File: src/hdl/vda_pkg.sv
// ----------------------------------------------------------------------------
// vda_pkg
// Shared types, codes and helpers of the 2D vector arithmetic unit.
// ----------------------------------------------------------------------------
package vda_pkg;

    localparam int DEF_FRAC_BITS = 16;
    localparam int WORD_W        = 32;
    localparam int ROOT_STEPS    = 32;

    typedef enum logic [2:0] {
        ACT_ADD  = 3'd0,
        ACT_SUB  = 3'd1,
        ACT_SCL  = 3'd2,
        ACT_LEN  = 3'd3,
        ACT_NORM = 3'd4
    } t_action;

    typedef enum logic [1:0] {
        ST_OK   = 2'd0,
        ST_SAT  = 2'd1,
        ST_ZERO = 2'd2,
        ST_BAD  = 2'd3
    } t_status;

    // Item context carried down the cell chain
    typedef struct packed {
        logic [2:0]  action;
        logic [31:0] a_x;
        logic [31:0] a_y;
        logic [31:0] r_x;
        logic [31:0] r_y;
        logic        sat;
    } t_item;

    // Saturate a 33-bit sum to 32 bits; bit 32 of the result flags saturation
    function automatic logic [32:0] f_sat33(input logic signed [32:0] v);
        logic [32:0] res;
        res = {1'b0, v[31:0]};
        if (v[32] != v[31]) begin
            res = v[32] ? {1'b1, 32'h8000_0000} : {1'b1, 32'h7FFF_FFFF};
        end
        return res;
    endfunction

    // Saturate a 64-bit value to 32 bits; bit 32 of the result flags saturation
    function automatic logic [32:0] f_sat64(input logic signed [63:0] v);
        logic [32:0] res;
        res = {1'b0, v[31:0]};
        if (v > 64'sh0000_0000_7FFF_FFFF) begin
            res = {1'b1, 32'h7FFF_FFFF};
        end else if (v < -64'sh0000_0000_8000_0000) begin
            res = {1'b1, 32'h8000_0000};
        end
        return res;
    endfunction

endpackage

File: src/hdl/vda_sqrt_cell.sv
// ----------------------------------------------------------------------------
// vda_sqrt_cell
// One digit step of the integer square root: settles one root bit a cycle while i_adv is high.
// ----------------------------------------------------------------------------
module vda_sqrt_cell import vda_pkg::*; (
    input  logic        i_clk,
    input  logic        i_rst_n,
    input  logic        i_adv,
    input  logic        i_valid,
    input  t_item       i_item,
    input  logic [63:0] i_num,
    input  logic [33:0] i_rem,
    input  logic [31:0] i_root,
    output logic        o_valid,
    output t_item       o_item,
    output logic [63:0] o_num,
    output logic [33:0] o_rem,
    output logic [31:0] o_root
);

    logic        r_valid;
    t_item       r_item;
    logic [63:0] r_num;
    logic [33:0] r_rem, n_rem;
    logic [31:0] r_root, n_root;
    logic [33:0] w_part;
    logic [33:0] w_trial;

    always_comb begin
        w_part  = {i_rem[31:0], i_num[63:62]};
        w_trial = {i_root, 2'b01};
        if (w_part >= w_trial) begin
            n_rem  = w_part - w_trial;
            n_root = {i_root[30:0], 1'b1};
        end else begin
            n_rem  = w_part;
            n_root = {i_root[30:0], 1'b0};
        end
    end

    always_ff @(posedge i_clk) begin
        if (!i_rst_n) begin
            r_valid <= 1'b0;
        end else if (i_adv) begin
            r_valid <= i_valid;
        end
    end

    always_ff @(posedge i_clk) begin
        if (i_adv) begin
            r_item <= i_item;
            r_num  <= {i_num[61:0], 2'b00};
            r_rem  <= n_rem;
            r_root <= n_root;
        end
    end

    assign o_valid = r_valid;
    assign o_item  = r_item;
    assign o_num   = r_num;
    assign o_rem   = r_rem;
    assign o_root  = r_root;

endmodule

File: config.mk
export PLATFORM = sky130hd
export DESIGN_NAME = vda_sqrt_cell
export DESIGN_NICKNAME = d
export VERILOG_FILES = /design/src/hdl/vda_pkg.sv /design/src/hdl/vda_sqrt_cell.sv
export SDC_FILE = /design/constraint.sdc
export NUM_CORES = 1
export LEC_CHECK = 0
export ABC_AREA = 0
export BUFFER_PORTS_ARGS = -buffer_cell sky130_fd_sc_hd__buf_2
export CAP_MARGIN = 20
export CORE_AREA = 4 4 202 204
export DETAILED_ROUTE_END_ITERATION = 10
export DIE_AREA = 0 0 206 208
export REMOVE_ABC_BUFFERS = 1
export SYNTH_ARGS = -nofsm -noshare
export SYNTH_HDL_FRONTEND = slang
export SYNTH_SLANG_ARGS = --single-unit
export TNS_END_PERCENT = 30
File: constraint.sdc
create_clock -name i_clk -period 2.9 [get_ports i_clk]
set_input_delay 0.435 -clock i_clk [delete_from_list [all_inputs] [get_ports i_clk]]
set_output_delay 0.435 -clock i_clk [all_outputs]
set_load 0.01 [all_outputs]
== Word-level counts from Yosys, hierarchy flattened ==
Cells that the tools add are included.

* Flip-flop bits (word level): 261
* Bits in latches: 0
* RAM bits: 0
* Memory bits (read-only): 0
* Bits of input ports: 266
* Output and inout bits: 263
* Word-level logic and storage cells: 14
* Memories: 0

* Add/sub/neg operators: 1
* Multipliers: 0
* Divide/modulo/power cells: 0
* Magnitude comparators: 1
* Equality and inequality tests: 0
* Shift operators: 0
* Multiplexer cells: 2
* Bitwise logic cells: 0
* Reductions and logical operators: 0

{| class="wikitable"
|+ Operators by type and width
! cell !! count
|-
| $ge A34 B34 Y1 || 1
|-
| $mux W34 || 1
|-
| $sub A34 B34 Y34 || 1
|-
| $mux W1 || 1
|}

== Depth between registers and ports, before layout ==
* Depth after elaboration: 2
* Mapped depth: 14
* Gate-level depth less buffers: 12

== Worst setup path before layout ==
No wires, ideal clock.

* Path kind: input-to-reg
* Start: in i_root[0]
* End: reg r_rem[10] (netlist: o_rem[10]) (data pin)
* Setup time: 0.260 ns
* Arrival: 2.685 ns
* Slack: -0.045 ns
* Stages: 13
* Buffers on the path: 1
* Cells stage by stage: inv_1 -> ha_1 -> nand2b_2 -> a21oi_2 -> nand2b_4 -> a21o_1 -> a21oi_4 -> a21oi_2 -> o41ai_4 -> o21a_4 -> inv_4 -> buf_12 -> mux2_4

* Longest elaborated chain between the ends: 2
* Elaborated cells between the ends (all ways): 3

{| class="wikitable"
|+ RTL lines
! item !! RTL line !! text
|-
| start, declared || vda_sqrt_cell.sv:13 || <nowiki>input logic [31:0] i_root,</nowiki>
|-
| $sub A34 B34 Y34 / $ge A34 B34 Y1 (equally long branches) || vda_sqrt_cell.sv:33, vda_sqrt_cell.sv:32 ||
|-
| $mux W34 (*) || vda_sqrt_cell.sv:32 || <nowiki>if (w_part >= w_trial) begin</nowiki>
|-
| net n_rem[10] || vda_sqrt_cell.sv:24 || <nowiki>logic [33:0] r_rem, n_rem;</nowiki>
|-
| end signal, assigned || vda_sqrt_cell.sv:53 || <nowiki>r_rem <= n_rem;</nowiki>
|-
| end, declared || vda_sqrt_cell.sv:24 ||
|}

Mark *: on every way through the listed nets, which the timed path passes. The rest lies on a longest branch.
A chain may end at the register's enable or synchronous reset.

== Worst setup path after layout ==
* Start: in i_rem[2]
* End: reg r_rem[29] (netlist: o_rem[29]) (data pin)

* Longest elaborated chain between the ends: 2
* Elaborated cells between the ends (all ways): 3

{| class="wikitable"
|+ RTL lines
! item !! RTL line !! text
|-
| start, declared || vda_sqrt_cell.sv:12 || <nowiki>input logic [33:0] i_rem,</nowiki>
|-
| $sub A34 B34 Y34 / $ge A34 B34 Y1 (equally long branches) || vda_sqrt_cell.sv:33, vda_sqrt_cell.sv:32 ||
|-
| $mux W34 (*) || vda_sqrt_cell.sv:32 ||
|-
| net n_rem[29] || vda_sqrt_cell.sv:24 ||
|}

Marked as above.

==> qor.yml <==
p_int_mw: 7.67
via_per_inst: 4.36
avgSynthCellArea_sq_um: 17.0
vdd_ir_drop_max_mv: 0.439
grt_pass1_vias: 8204
layout.nets: 1562
pwr-share-seq_pct: 45.1
place_inst: 1755
fin_setup_tns_ns: 0
r2r_setup_slack_ns: 2.31
skew_ns: 0
cp-start-kind: "input pin"
synthArstFlopShare_pct: 0
firstDrtPassIters: 5
dr_total_vias: 7924
cts_num_sinks: 261
cts_resized: 0
finalMaxSlewViolations: 0
cts_made_buffers: 30
drive_gt1_share_pct: 56.1
crit_type: "in -> reg"
cts_max_path_buffers: 3
clock_power_share_pct: 38.2
core-area_sq_um: 39300
r2r-end: "o_valid"
fill_cells: 3773
post_layout_nonfiller_instances: 1817
gp_congestion: 0.899
crit_slowest_cell: "ha_1"
cts_tree: "built"
worst_pin_slew_ns: 0.591
hold_viol_final: 0
min_period_ns: 2.67
worst_slack_ns: 0.234
start_util_pct: 26.6
layout_common_cells: "buf_2, edfxtp_1, buf_4"
num_rows: 73
synth_ff_type: "edfxtp_1"
io_pins: 529
die_x_um: 206
synthDistinctLibCells: 61
p_sw_mw: 2.59
ys_ff_latch: 261
yosysSeqAreaShare_pct: 74.8
grt_max_degree: 70
power_frac_comb_pct: 16.6
cpPeakStageDelay_ns: 0.37
wire_per_inst_um: 20.9
wl_mm: 38.0
reg2reg_depth: 2
finalCritPeriodShare_pct: 91.9
crit_top_cell: "buf_4"
finalSetupViolations: 0
critPathRequiredTime_ns: 3.23
dieArea_sq_um: 42800
crit_fanout: 5
die_h_um: 208
status: "completed"
grt_pass1_wl_mm: 53.0
max-slew-margin-rel_pct: 60.6
min_path_type: "in -> reg"
grtUsageTotal_pct: 16.5
rsz0062_at_grt: "no"
post-dp-hpwl_mm: 30.4
endpoint_kind: "flop"
cts_hold_buf: 0
p_leak_nw: 6.94
clkTransAtPathRegs_ns: 0.06
drc: 0
path_cells: "buf_2 -> ha_1 -> a21oi_4 -> o31ai_1 -> o2111a_1 -> nor2_1 -> o21ai_1 -> buf_4 -> a21boi_2 -> buf_4 -> o22ai_2 -> and2_1 -> o41ai_1"
fmax_mhz: 375
overflow: 0
pre_cts_ws_ns: -0.355
area_growth_pct: 48.3
hold_depth: 1
root_buffer: "clkbuf_16"
synth-edff-count: 260
crit_buf_inv: 3
worstReg2RegStart: "o_valid"
io_buffers: 524
drv_cap: 0
htreeDepth: 1
clkLatencyLatePin_ns: 0.55
final_common_cell: "buf_2"
antenna_left: 0
cts_setup_buffers: 0
antenna_found_initial: 16
synth_area_sq_um: 10500
critical-path-top-delay-family: "compound AO/OA/AOI/OAI gates"
fin_util_pct: 39.5
worstHoldEndpoint: "o_item[58]"
power.density_nw_per_um2: 661
drtIter0Drc: 394
yosysWarnings: 0
hold_start: "i_item[58]"
synth_cells: 617
cp_data_arrival_time_ns: 3.00
switching_share_pct: 25.3
==> metal layers <==
layer | GRT usage [%] | wire (um) | share of wire, % | up-vias
met5 | 0 | 117 | 0.31 | -
li1 | - | - | - | 3648
met3 | 5.44 | 3670 | 9.7 | 81
met4 | 6.93 | 1570 | 4.1 | 16
met2 | 29.3 | 19400 | 51 | 369
met1 | 17.8 | 13200 | 35 | 3810
==> Yosys cell counts (4+ instances only) <==
cell | n | area share, %
a211oi_1 | 4 | 0.29
a21o_1 | 11 | 0.79
a21oi_1 | 31 | 1.5
clkbuf_1 | 8 | 0.29
edfxtp_1 | 260 | 75
ha_1 | 34 | 4.1
inv_1 | 42 | 1.5
mux2_4 | 28 | 4.0
nand2_1 | 30 | 1.1
nand2b_1 | 5 | 0.30
nand3_1 | 8 | 0.38
nand4_1 | 6 | 0.36
nor2_1 | 22 | 0.79
nor3_1 | 7 | 0.33
o211ai_1 | 4 | 0.29
o21ai_0 | 16 | 0.77
o21bai_1 | 6 | 0.43
or3_1 | 5 | 0.30
xnor2_1 | 16 | 1.3
xor2_1 | 12 | 1.0
==> layout make-up <==
class                           count  area, sq um  area share [%]
Multi-Input combinational cell    298         2360            15.2
Antenna cell                        6         15.0          0.0967
Clock buffer                       35          791            5.09
Sequential cell                   261         7830            50.4
Tap cell                          525          657            4.23
Inverter                           44          168            1.08
Timing Repair Buffer              627         3470            22.3
Clock inverter                     21          238            1.53
==> kinds of logic (layout without fill, tap and decap cells) <==
kind of cell    count (synthesis)  after routing  synth area share [%]
other cells                     1              8                0.0358
compound gates                106            106                  7.23
simple gates                   97             97                  4.53
fa+ha+maj                      34             34                  4.06
mux                            31             31                  4.30
xor+xnor                       28             28                  2.34
flops                         261            261                  74.8
buf+inv                        59            727                  2.70
==> state kept, by name (all words and copies together), names as in the netlist <==
register,cells
o_rem,34
o_valid,1
o_item,132
o_num,62
o_root,32
==> stage by stage <==
step	power (mW)	area, sq um	hold WS [ns]
6_report	10.3	15500	0.0486
5_1_grt	10.7	15500	0.00994
4_1_cts	10.4	15500	0.00123
3_5_place_dp	6.43	14500	0.506
3_3_place_gp	6.41	14500	0.494
2_1_floorplan	5.42	10400	0.534
==> worst max path at each step <==
stage | from | to | depth (start not counted)
after floorplan | i_root[0] | o_rem[10] | 12
after global placement | i_root[2] | o_rem[29] | 14
after detailed placement | i_root[2] | o_rem[31] | 14
after CTS | i_root[2] | o_rem[29] | 14
after global routing | i_root[2] | o_rem[29] | 14
final | i_rem[2] | o_rem[29] | 13
==> power groups by stage <==
stage	Combinational, mW	Sequential, mW	Clock [mW]
after global placement	1.70	4.71	0
after CTS	1.73	4.63	4.05
after floorplan	0.538	4.88	0
after global routing	1.84	4.66	4.19
after detailed placement	1.73	4.70	0
final	1.71	4.63	3.92
==> worst reg2reg max path, cell delays in order, from the launching register on <==
cell	delay, ns
dfxtp_1	0.30
mux2i_1	0.13
nor2b_1	0.06
Note: power is estimated with default switching activity, not from simulation.
