## config.mk

```make
export PLATFORM = sky130hd
export DESIGN_NAME = vda_div_cell
export DESIGN_NICKNAME = d
export VERILOG_FILES = /design/src/hdl/vda_pkg.sv /design/src/hdl/vda_div_cell.sv
export SDC_FILE = /design/constraint.sdc
export NUM_CORES = 1
export LEC_CHECK = 0
export BUFFER_PORTS_ARGS = -buffer_cell sky130_fd_sc_hd__buf_2
export CORE_AREA = 2 2 208 210
export CTS_CLUSTER_DIAMETER = 150
export CTS_CLUSTER_SIZE = 40
export DETAILED_ROUTE_END_ITERATION = 16
export DIE_AREA = 0 0 210 212
export PLACE_DENSITY = 0.6
export SLEW_MARGIN = 20
export SYNTH_ARGS = -nofsm -noshare
export SYNTH_HDL_FRONTEND = slang
export SYNTH_SLANG_ARGS = --single-unit
export TNS_END_PERCENT = 50
```

## constraint.sdc

```tcl
create_clock -name i_clk -period 3.1 [get_ports i_clk]
set_input_delay 0 -clock i_clk [delete_from_list [all_inputs] [get_ports i_clk]]
set_output_delay 0 -clock i_clk [all_outputs]
set_load 0.1 [all_outputs]
```

## src/hdl/vda_pkg.sv

```systemverilog
// ----------------------------------------------------------------------------
// vda_pkg
// Shared types, codes and helpers of the 2D vector arithmetic unit.
// ----------------------------------------------------------------------------
package vda_pkg;

    localparam int DEF_FRAC_BITS = 16;
    localparam int WORD_W        = 32;
    localparam int ROOT_STEPS    = 32;

    typedef enum logic [2:0] {
        ACT_ADD  = 3'd0,
        ACT_SUB  = 3'd1,
        ACT_SCL  = 3'd2,
        ACT_LEN  = 3'd3,
        ACT_NORM = 3'd4
    } t_action;

    typedef enum logic [1:0] {
        ST_OK   = 2'd0,
        ST_SAT  = 2'd1,
        ST_ZERO = 2'd2,
        ST_BAD  = 2'd3
    } t_status;

    // Item context carried down the cell chain
    typedef struct packed {
        logic [2:0]  action;
        logic [31:0] a_x;
        logic [31:0] a_y;
        logic [31:0] r_x;
        logic [31:0] r_y;
        logic        sat;
    } t_item;

    // Saturate a 33-bit sum to 32 bits; bit 32 of the result flags saturation
    function automatic logic [32:0] f_sat33(input logic signed [32:0] v);
        logic [32:0] res;
        res = {1'b0, v[31:0]};
        if (v[32] != v[31]) begin
            res = v[32] ? {1'b1, 32'h8000_0000} : {1'b1, 32'h7FFF_FFFF};
        end
        return res;
    endfunction

    // Saturate a 64-bit value to 32 bits; bit 32 of the result flags saturation
    function automatic logic [32:0] f_sat64(input logic signed [63:0] v);
        logic [32:0] res;
        res = {1'b0, v[31:0]};
        if (v > 64'sh0000_0000_7FFF_FFFF) begin
            res = {1'b1, 32'h7FFF_FFFF};
        end else if (v < -64'sh0000_0000_8000_0000) begin
            res = {1'b1, 32'h8000_0000};
        end
        return res;
    endfunction

endpackage

```

## src/hdl/vda_div_cell.sv

```systemverilog
// ----------------------------------------------------------------------------
// vda_div_cell
// One restoring division step for both components: one quotient bit a cycle while i_adv is high.
// ----------------------------------------------------------------------------
module vda_div_cell import vda_pkg::*; #(
    parameter int QW    = DEF_FRAC_BITS + 1,
    parameter bit FIRST = 1'b0
) (
    input  logic          i_clk,
    input  logic          i_rst_n,
    input  logic          i_adv,
    input  logic          i_valid,
    input  t_item         i_item,
    input  logic [31:0]   i_len,
    input  logic [32:0]   i_rem_x,
    input  logic [32:0]   i_rem_y,
    input  logic [QW-1:0] i_q_x,
    input  logic [QW-1:0] i_q_y,
    output logic          o_valid,
    output t_item         o_item,
    output logic [31:0]   o_len,
    output logic [32:0]   o_rem_x,
    output logic [32:0]   o_rem_y,
    output logic [QW-1:0] o_q_x,
    output logic [QW-1:0] o_q_y
);

    logic          r_valid;
    t_item         r_item;
    logic [31:0]   r_len;
    logic [32:0]   r_rem_x, r_rem_y, n_rem_x, n_rem_y;
    logic [QW-1:0] r_q_x, r_q_y, n_q_x, n_q_y;
    logic [32:0]   w_px, w_py, w_len;

    always_comb begin
        // first step takes the whole part, later steps shift in a zero bit
        w_px  = FIRST ? i_rem_x : {i_rem_x[31:0], 1'b0};
        w_py  = FIRST ? i_rem_y : {i_rem_y[31:0], 1'b0};
        w_len = {1'b0, i_len};
        n_rem_x = w_px;
        n_rem_y = w_py;
        n_q_x   = {i_q_x[QW-2:0], 1'b0};
        n_q_y   = {i_q_y[QW-2:0], 1'b0};
        if (w_px >= w_len) begin
            n_rem_x  = w_px - w_len;
            n_q_x[0] = 1'b1;
        end
        if (w_py >= w_len) begin
            n_rem_y  = w_py - w_len;
            n_q_y[0] = 1'b1;
        end
    end

    always_ff @(posedge i_clk) begin
        if (!i_rst_n) begin
            r_valid <= 1'b0;
        end else if (i_adv) begin
            r_valid <= i_valid;
        end
    end

    always_ff @(posedge i_clk) begin
        if (i_adv) begin
            r_item  <= i_item;
            r_len   <= i_len;
            r_rem_x <= n_rem_x;
            r_rem_y <= n_rem_y;
            r_q_x   <= n_q_x;
            r_q_y   <= n_q_y;
        end
    end

    assign o_valid = r_valid;
    assign o_item  = r_item;
    assign o_len   = r_len;
    assign o_rem_x = r_rem_x;
    assign o_rem_y = r_rem_y;
    assign o_q_x   = r_q_x;
    assign o_q_y   = r_q_y;

endmodule

```

Yosys cells after proc, flatten, opt, wreduce, memory -nomap -nowiden

Index checks and enable logic that the tools add are counted.
W data, S select, Z words.

Flip-flop bits (word level): 265
Input port bits: 268

$add $sub $neg: 2
Order comparisons: 2
Mux-type cells: 4

Operators by type and width:

| kind             | count |
|---|---|
| $ge A33 B32 Y1   | 2 |
| $mux W33         | 2 |
| $sub A33 B32 Y33 | 2 |
| $mux W1          | 2 |

Logic depth before layout (Yosys ltp)

Gate-level depths: netlist of the first run.

Depth after elaboration: 2
Mapped depth: 14
Mapped depth without buffers: 12

Worst setup path after synthesis of the first run

No wires, ideal clock.

Kind: input to register
Start point: in i_len[15]
End point: reg r_rem_x[32], in the netlist o_rem_x[32], data pin
Library setup time: 260 ps
Arrival time: 2144 ps
Required time: 2840 ps
Slack: 696 ps
Cell stages on the path: 12
Cell sequence: inv_1 -> ha_1 -> a21o_1 -> a31o_1 -> or3_1 -> o21ai_2 -> o21ba_4 -> o21a_1 -> buf_6 -> buf_6 -> nor2_2 -> mux2_4

Longest elaborated chain between the ends: 2

RTL lines:

| item                                                      | RTL line                               | RTL |
|---|---|---|
| from (decl)                                               | vda_div_cell.sv:14                     | `input logic [31:0] i_len,` |
| $sub A33 B32 Y33 / $ge A33 B32 Y1 (equally long branches) | vda_div_cell.sv:45, vda_div_cell.sv:44 |  |
| $mux W33 (*)                                              | vda_div_cell.sv:44                     | `if (w_px >= w_len) begin` |
| net n_rem_x[32]                                           | vda_div_cell.sv:31                     | `logic [32:0] r_rem_x, r_rem_y, n_rem_x, n_rem_y;` |
| to (signal assigned)                                      | vda_div_cell.sv:66                     | `r_rem_x <= n_rem_x;` |
| to (decl)                                                 | vda_div_cell.sv:31                     |  |

Mark *: on every way through the listed nets, which the timed path passes. The rest lies on a longest branch.
A chain may end at the register's enable or synchronous reset.

Worst setup path in the final report of the first run

Start point: in i_len[7]
End point: reg r_rem_x[32], in the netlist o_rem_x[32], data pin

Same word-level chain as after synthesis.

==> results of run 1 <==
## layer usage
layer / GRT usage / vias to the layer above
li1: - / 5338
met1: 0.2840 / 5416
met2: 0.4068 / 478
met3: 0.04653 / 92
met4: 0.1066 / 8
met5: 0 / -
## cell type report
class                      instances  area [µm²]  area share
antenna                            6       15.01   0.0007890
clock buffer                      13       282.8     0.01486
clock inverter                     4       85.08    0.004471
inverter                          60       227.7     0.01197
multi-input combinational        633        4187      0.2200
sequential                       265        7948      0.4176
tap                              546       683.2     0.03590
timing repair buffer             825        5603      0.2944
## what timing repair did
item                                    CTS  global route
hold buffers                            263             0
hold endpoints to repair                265             0
endpoints found under the setup margin    0             4
resized for setup                         0             6
## placed cells by master (no fill, tap or decap), types with 14 or more instances in the layout
| master | instances |
|---|---|
| a21o_1 | 28 |
| a21oi_1 | 73 |
| buf_2 | 527 |
| buf_4 | 29 |
| dlygate4sd3_1 | 263 |
| edfxtp_1 | 264 |
| ha_1 | 64 |
| inv_1 | 59 |
| nand2_1 | 80 |
| nand3_1 | 33 |
| nand4_1 | 15 |
| nor2_1 | 57 |
| nor3_1 | 14 |
| o21ai_0 | 63 |
| xnor2_1 | 18 |
| xor2_1 | 24 |
## worst max-delay path: stages
cell and delay (ns):
dlygate4sd3_1 0.59, buf_2 0.15, inv_1 0.09, ha_1 0.39, nand3_1 0.12, a31oi_1 0.36, nor4b_1 0.10, o21ai_1 0.27
a21oi_1 0.15, o31ai_1 0.50, a221oi_2 0.16, mux2_4 0.31
## through the flow
stage	util	area, µm²	setup WS (ns)	hold WS (ns)
global route	0.4475	19020	0.01926	0.1629
floorplan	-	12490	0.6961	0.09887
CTS	0.4470	19000	0.1480	0.1437
detailed placement	0.3764	16000	0.1937	0.1782
global placement	0.3764	16000	0.2140	0.1769
finish	0.4477	19030	0.1950	0.1728
## final timing paths
check	start	to	slack, ns	cells after the start
max	i_len[7]	o_rem_x[32]	0.19	12
min	i_item[72]	o_item[72]	0.17	2
max reg2reg	o_valid	o_valid	1.86	3
min reg2reg	o_valid	o_valid	1.17	3
## state kept, by name (all words and copies together) (netlist names)
register / count
o_q_y: 17
o_item: 132
o_len: 32
o_rem_x: 33
o_q_x: 17
o_rem_y: 33
o_valid: 1
## report_power, final
| group | switching (mW) | internal (mW) |
|---|---|---|
| combinational | 3.63 | 1.00 |
| sequential | 0.110 | 4.36 |
| clock | 1.23 | 0.783 |
| total | 4.97 | 6.15 |
## cells by family (layout without fill, tap and decap cells)
logic type      count (synthesis)  count (layout)  share of synthesized area
compound gates                268             268                     0.1372
xor+xnor                       42              42                    0.02945
fa+ha+maj                      66              66                    0.06732
buf+inv                        90             902                    0.02965
flops                         265             265                     0.6363
mux                             4               4                   0.003806
other cells                     0               6                          0
simple gates                  253             253                    0.09618
==> results.md, run 1 <==
* Slew headroom at 0.5179
* Uppermost layer routed: met5
* Worst setup SP type: input port
* Post-synth top cells: edfxtp_1, nand2_1, a21oi_1
* Post-Layout Cell Count at 2352
* Worst VDD drop at between 300 and 400 µV
* Clk slew on worst S/H paths at 0.15 ns
* Critical Path Fanout Max at 6
* Slew Viols, Final at 0
* Fmax at roughly 0.34 GHz
* Vias in the first global route at 11430
* H-tree levels at 1
* WS Path Type: input port to flip-flop
* Fin Setup TNS at 0 ns
* GRT Residual Overflow at 0
* Most common cell in the netlist: edfxtp_1
* Sequential share of the synthesized area at 0.6363
* Critical path required time at ~3.4 ns
* Share of cells above drive strength 1 at 0.3339
* Io pins at between 500 and 600
* Power Density at between 500 and 600 mW/mm²
* Root Driver: clkbuf_16
* Iteration-0 DRC Markers at roughly 710
* GPL Wtd Cong at ~0.90
* Wl on met1 at 21.91 mm
* Setup bufs post-CTS at 0
* CTS buffer count at 11
* Mapped Nets at 1322
* Main synth FF type: edfxtp_1
* Routed wl met2 at roughly 26 mm
* First-pass GRT wire length at between 70 and 80 mm
* Final period util at 0.9371
* Top area cells in the synthesized netlist: edfxtp_1, ha_1, a21oi_1
* Routed WL per cell at roughly 23 µm
* Synth Instances at roughly 990
* Total Wirelength at roughly 54 mm
* Async SR Flop Fraction at 0
* Die ar. at 0.04452 mm²
* Core area at 0.04251 mm²
* Synth warn at 0
* HPWL after detailed placement at 42.03 mm
* Clock Latency Late Sink at 0.53 ns
* Leak at approximately 8 nW
* CP Capture Type: flip-flop
* Setup violations, final at 0
* Starting Density at 0.2938
* # port buffers at 528
* Clock skew at 0 ns
* CP arrival at between 3 and 4 ns
* DR pass1 iterations at 5
* Clock sinks at between 200 and 300
* Max-Cap Viols at 0
* Total Routing Usage GR at 0.2351
* Cell variety after synth at 68
* Die height at about 210 µm
* Via count at ~11000
* FILL cells at roughly 4000
* Remaining DRCs at 0
* Largest net degree at the start of global routing at 83
* Clk buf depth at 3
* Row count at 76
* Layout area overhead at 52.37%
* Tot Pwr at about 11 mW
* Post-layout min period at around 2.9 ns
* Count of flip-flops with a built-in enable after synthesis at between 200 and 300
* Cell taking the most area after synthesis: edfxtp_1
* Hold Crit Class: input port to flip-flop
* Placed instance count at slightly above 2000
* RSZ-0062 raised after global routing: false
* Nets at roughly 2100
* Post-route ant nets at 0
* Mapped Area at 0.01249 mm²
* Die Wd at roughly 210 µm
* Met3 routed WL at between 3 and 4 mm
* Initial antenna violation count at 7
* Synth Register Bits at about 270
* Via-to-Cell Ratio at 4.818
* Status: completed
* Synth top area share at 0.6347
* Worst Tran Pin Value at ~0.72 ns
* Mean Syn Cell Area at between 10 and 15 µm²
* Fin. Hold Viols at 0
* CTS tree: yes
Power figures use the tool's default switching activity.
==> run 2, diff against run 1 <==
--- a/config.mk
+++ b/config.mk
@@ -6,5 +6,5 @@
 export NUM_CORES = 1
 export LEC_CHECK = 0
-export BUFFER_PORTS_ARGS = -buffer_cell sky130_fd_sc_hd__buf_2
+export BUFFER_PORTS_ARGS = -buffer_cell sky130_fd_sc_hd__clkbuf_2
 export CORE_AREA = 2 2 208 210
 export CTS_CLUSTER_DIAMETER = 150
@@ -13,5 +13,4 @@
 export DIE_AREA = 0 0 210 212
 export PLACE_DENSITY = 0.6
-export SLEW_MARGIN = 20
 export SYNTH_ARGS = -nofsm -noshare
 export SYNTH_HDL_FRONTEND = slang
==> constraint.sdc (replaced) <==
create_clock -name i_clk -period 3.1 [get_ports i_clk]
set_input_delay 0.155 -clock i_clk [delete_from_list [all_inputs] [get_ports i_clk]]
set_output_delay 0.155 -clock i_clk [all_outputs]
set_load 0.1 [all_outputs]
==> run 2 against run 1 <==
- sequential power about the same
- register-to-register slack improved by 0.02 ns
- clock skew unchanged
- worst hold slack got worse by 0.16 ns
- wire length decreased by 1.5%
- utilization decreased by 0.11 points
- final cell count decreased by 0.13%
- global-route usage decreased by 0.62 points
- first-iteration DRC count increased by 5.1%
- non-clock buffer count decreased by 3
- largest cell class unchanged
- sequential cell count unchanged
- clock power decreased by 4%
==> results.md, run 2 (synthesis gave the netlist of run 1 again) <==
* Commonest non-fill, non-tap cells in the layout: clkbuf_2, edfxtp_1, dlygate4sd3_1
* Fin. Hold Viols at 0 (unchanged)
* Fin Setup TNS at 0 ns (unchanged)
* CTS buffer count at 11 (unchanged)
* Clk slew on worst S/H paths at 0.15 ns (about the same)
* Via count at 11338 (+0.053%)
* Die height at 212 µm (unchanged)
* Row count at 76 (unchanged)
* Final period util at 0.9673 (+0.03022)
* GRT Residual Overflow at 0 (unchanged)
* Die ar. at 0.04452 mm² (unchanged)
* Clock sinks at 265 (unchanged)
* Sum of buffers and inverters on the critical path at 3 (unchanged)
* Most common cell after layout, fill and taps aside: clkbuf_2
* Die Wd at 210 µm (unchanged)
* Clock skew at 0 ns (unchanged)
* Max-Cap Viols at 0 (unchanged)
* Post-route ant nets at 0 (unchanged)
* CP Capture Type: flip-flop
* Post-Layout Cell Count at 2349 (-0.13%)
* Remaining DRCs at 0 (unchanged)
* Worst setup SP type: input port
* Clk buf depth at 3 (unchanged)
* Leak at 8.320 nW (+1.3%)
* Core area at 0.04251 mm² (unchanged)
* Via-to-Cell Ratio at 4.827 (+0.18%)
* Routed WL per cell at 22.80 µm (-1.4%)
* # port buffers at 528 (unchanged)
* Placed instance count at 2075 (+0.44%)
* Critical Path Fanout Max at 6 (unchanged)
* Io pins at 533 (unchanged)
* Critical path required time at 3.47 ns (+0.07 ns)
* Status: completed
* Total Wirelength at 53.55 mm (-1.5%)
* Worst Tran Pin Value at 0.6881 ns (-0.03504 ns)
* CP arrival at 3.36 ns (+0.16 ns)
* Max reg flops at 132 (unchanged)
* Switching power at 4.980 mW (+0.27%)
* Root Driver: clkbuf_16
* Setup violations, final at 0 (unchanged)
* Post-layout min period at 2.999 ns (+0.09368 ns)
* CP max stage delay at 0.62 ns (+0.03 ns)
* Initial antenna violation count at 11 (+4)
* Largest net degree at the start of global routing at 74 (-11%)
* Fmax at 0.3335 GHz (-3.1%)
* First-pass GRT wire length at 73.90 mm (-3.3%)
* CP cell instances: dlygate4sd3_1 -> clkbuf_2 -> inv_1 -> ha_1 -> a21oi_2 -> nand2_1 -> o211ai_1 -> nand3_1 -> o311a_1 -> or4_1 -> and3_1 -> o31ai_2
* Iteration-0 DRC Markers at 747 (+5.1%)
* Slew Viols, Final at 0 (unchanged)
* Part of the power in combinational logic at 0.420 (+0.003)
* Starting Density at 0.2938 (unchanged)
* Power Density at 582.4 mW/mm² (-0.27%)
* HPWL after detailed placement at 41.86 mm (-0.41%)
* Critical path's top delay family: simple AND/OR/NAND/NOR gates
* Share of cells above drive strength 1 at 0.3428 (+0.008905)
* Hold Crit Class: input port to flip-flop
* Clock Latency Late Sink at 0.50 ns (-0.03 ns)
* Layout area overhead at 52.00%
* DR pass1 iterations at 5 (unchanged)
* Critical path's slowest cell: dlygate4sd3_1
* Internal Pwr Total at 6.076 mW (-1.2%)
* Nets at 2127 (-0.14%)
* Worst VDD drop at 429.5 µV (+7.7%)
* WS Path Type: input port to flip-flop
* Clock network power share at 0.175 (-0.006)
* Total Routing Usage GR at 0.2290 (-0.006164)
* Vias in the first global route at 11286 (-1.3%)
* Sw Ratio at 0.4505 (+0.003539)
* Slew headroom at 0.5433 (+0.02531)
* H-tree levels at 1 (unchanged)
* GPL Wtd Cong at 0.9055 (+0.59%)
* CTS tree: yes
* Reg power frac at 0.405 (+0.003)
run 2: cell types whose count changed in the layout (fill, tap and decap cells not counted), sizes merged:
cell         before  now
clkbuf           13  541
buf             562   46
dlygate4sd3     263  248
bufinv            1    0
clkinv            2    1
clkinvlp          0    1
inv              61   62
run 2: timing repair:
action,CTS,global route
hold buffers,248,0
gates resized for setup,0,9
endpoints found under the hold margin,247,0
endpoints found under the setup margin,0,8
setup buffers,0,2
run 2: worst reg2reg max path, delay by kind of cell, from the launching register on:
kind / cells / cell delay [ns]
buf+inv: 1 / 0.56
flops: 1 / 0.35
mux: 1 / 0.15
simple gates: 1 / 0.07
run 2: metal layers:
layer	up-vias	share of wire	track usage
met5	-	0.00082	0
met4	8	0.063	0.1237
met3	105	0.067	0.05421
met2	530	0.47	0.3816
met1	5364	0.40	0.2752
li1	5331	-	-
run 2: cell type report:
class                           instances  area [µm²]
Timing Repair Buffer                  822        5560
Multi-Input combinational cell        633        4200
Inverter                               60       229.0
Fill cell                            3996       23520
Tap cell                              546       683.2
Antenna cell                            6       15.01
Sequential cell                       265        7948
Clock inverter                          4       66.31
Clock buffer                           13       282.8
run 2: power groups by stage:
stage	Clock, mW	Combinational [mW]	Sequential [mW]
2_1_floorplan	0	0.797	7.06
3_3_place_gp	0	4.33	4.55
3_5_place_dp	0	4.34	4.55
4_1_cts	2.04	4.63	4.48
5_1_grt	2.12	4.82	4.51
6_report	1.93	4.64	4.48
run 2: path summary, 6_finish.rpt:
kind                            slack (ns)         from     endpoint  depth (start not counted)
worst max-delay path                  0.10     i_len[7]  o_rem_y[30]                         12
worst min register to register        1.16      o_valid      o_valid                          3
worst max register to register        1.88      o_valid      o_valid                          3
worst min-delay path                  0.02  i_rem_y[17]  o_rem_y[18]                          3
run 2: per-stage QoR:
stage	worst slack (ns)	power, mW	hold slack [ns]	instance area, µm²	util
3_5_place_dp	0.07370	8.893	0.3336	16070	0.3780
5_1_grt	-0.03603	11.46	0.01956	18980	0.4465
3_3_place_gp	0.1017	8.887	0.3328	16070	0.3780
4_1_cts	0.08108	11.15	0.003567	18900	0.4446
6_report	0.1013	11.06	0.01531	18980	0.4466
2_1_floorplan	0.5411	7.855	0.2539	12490	-
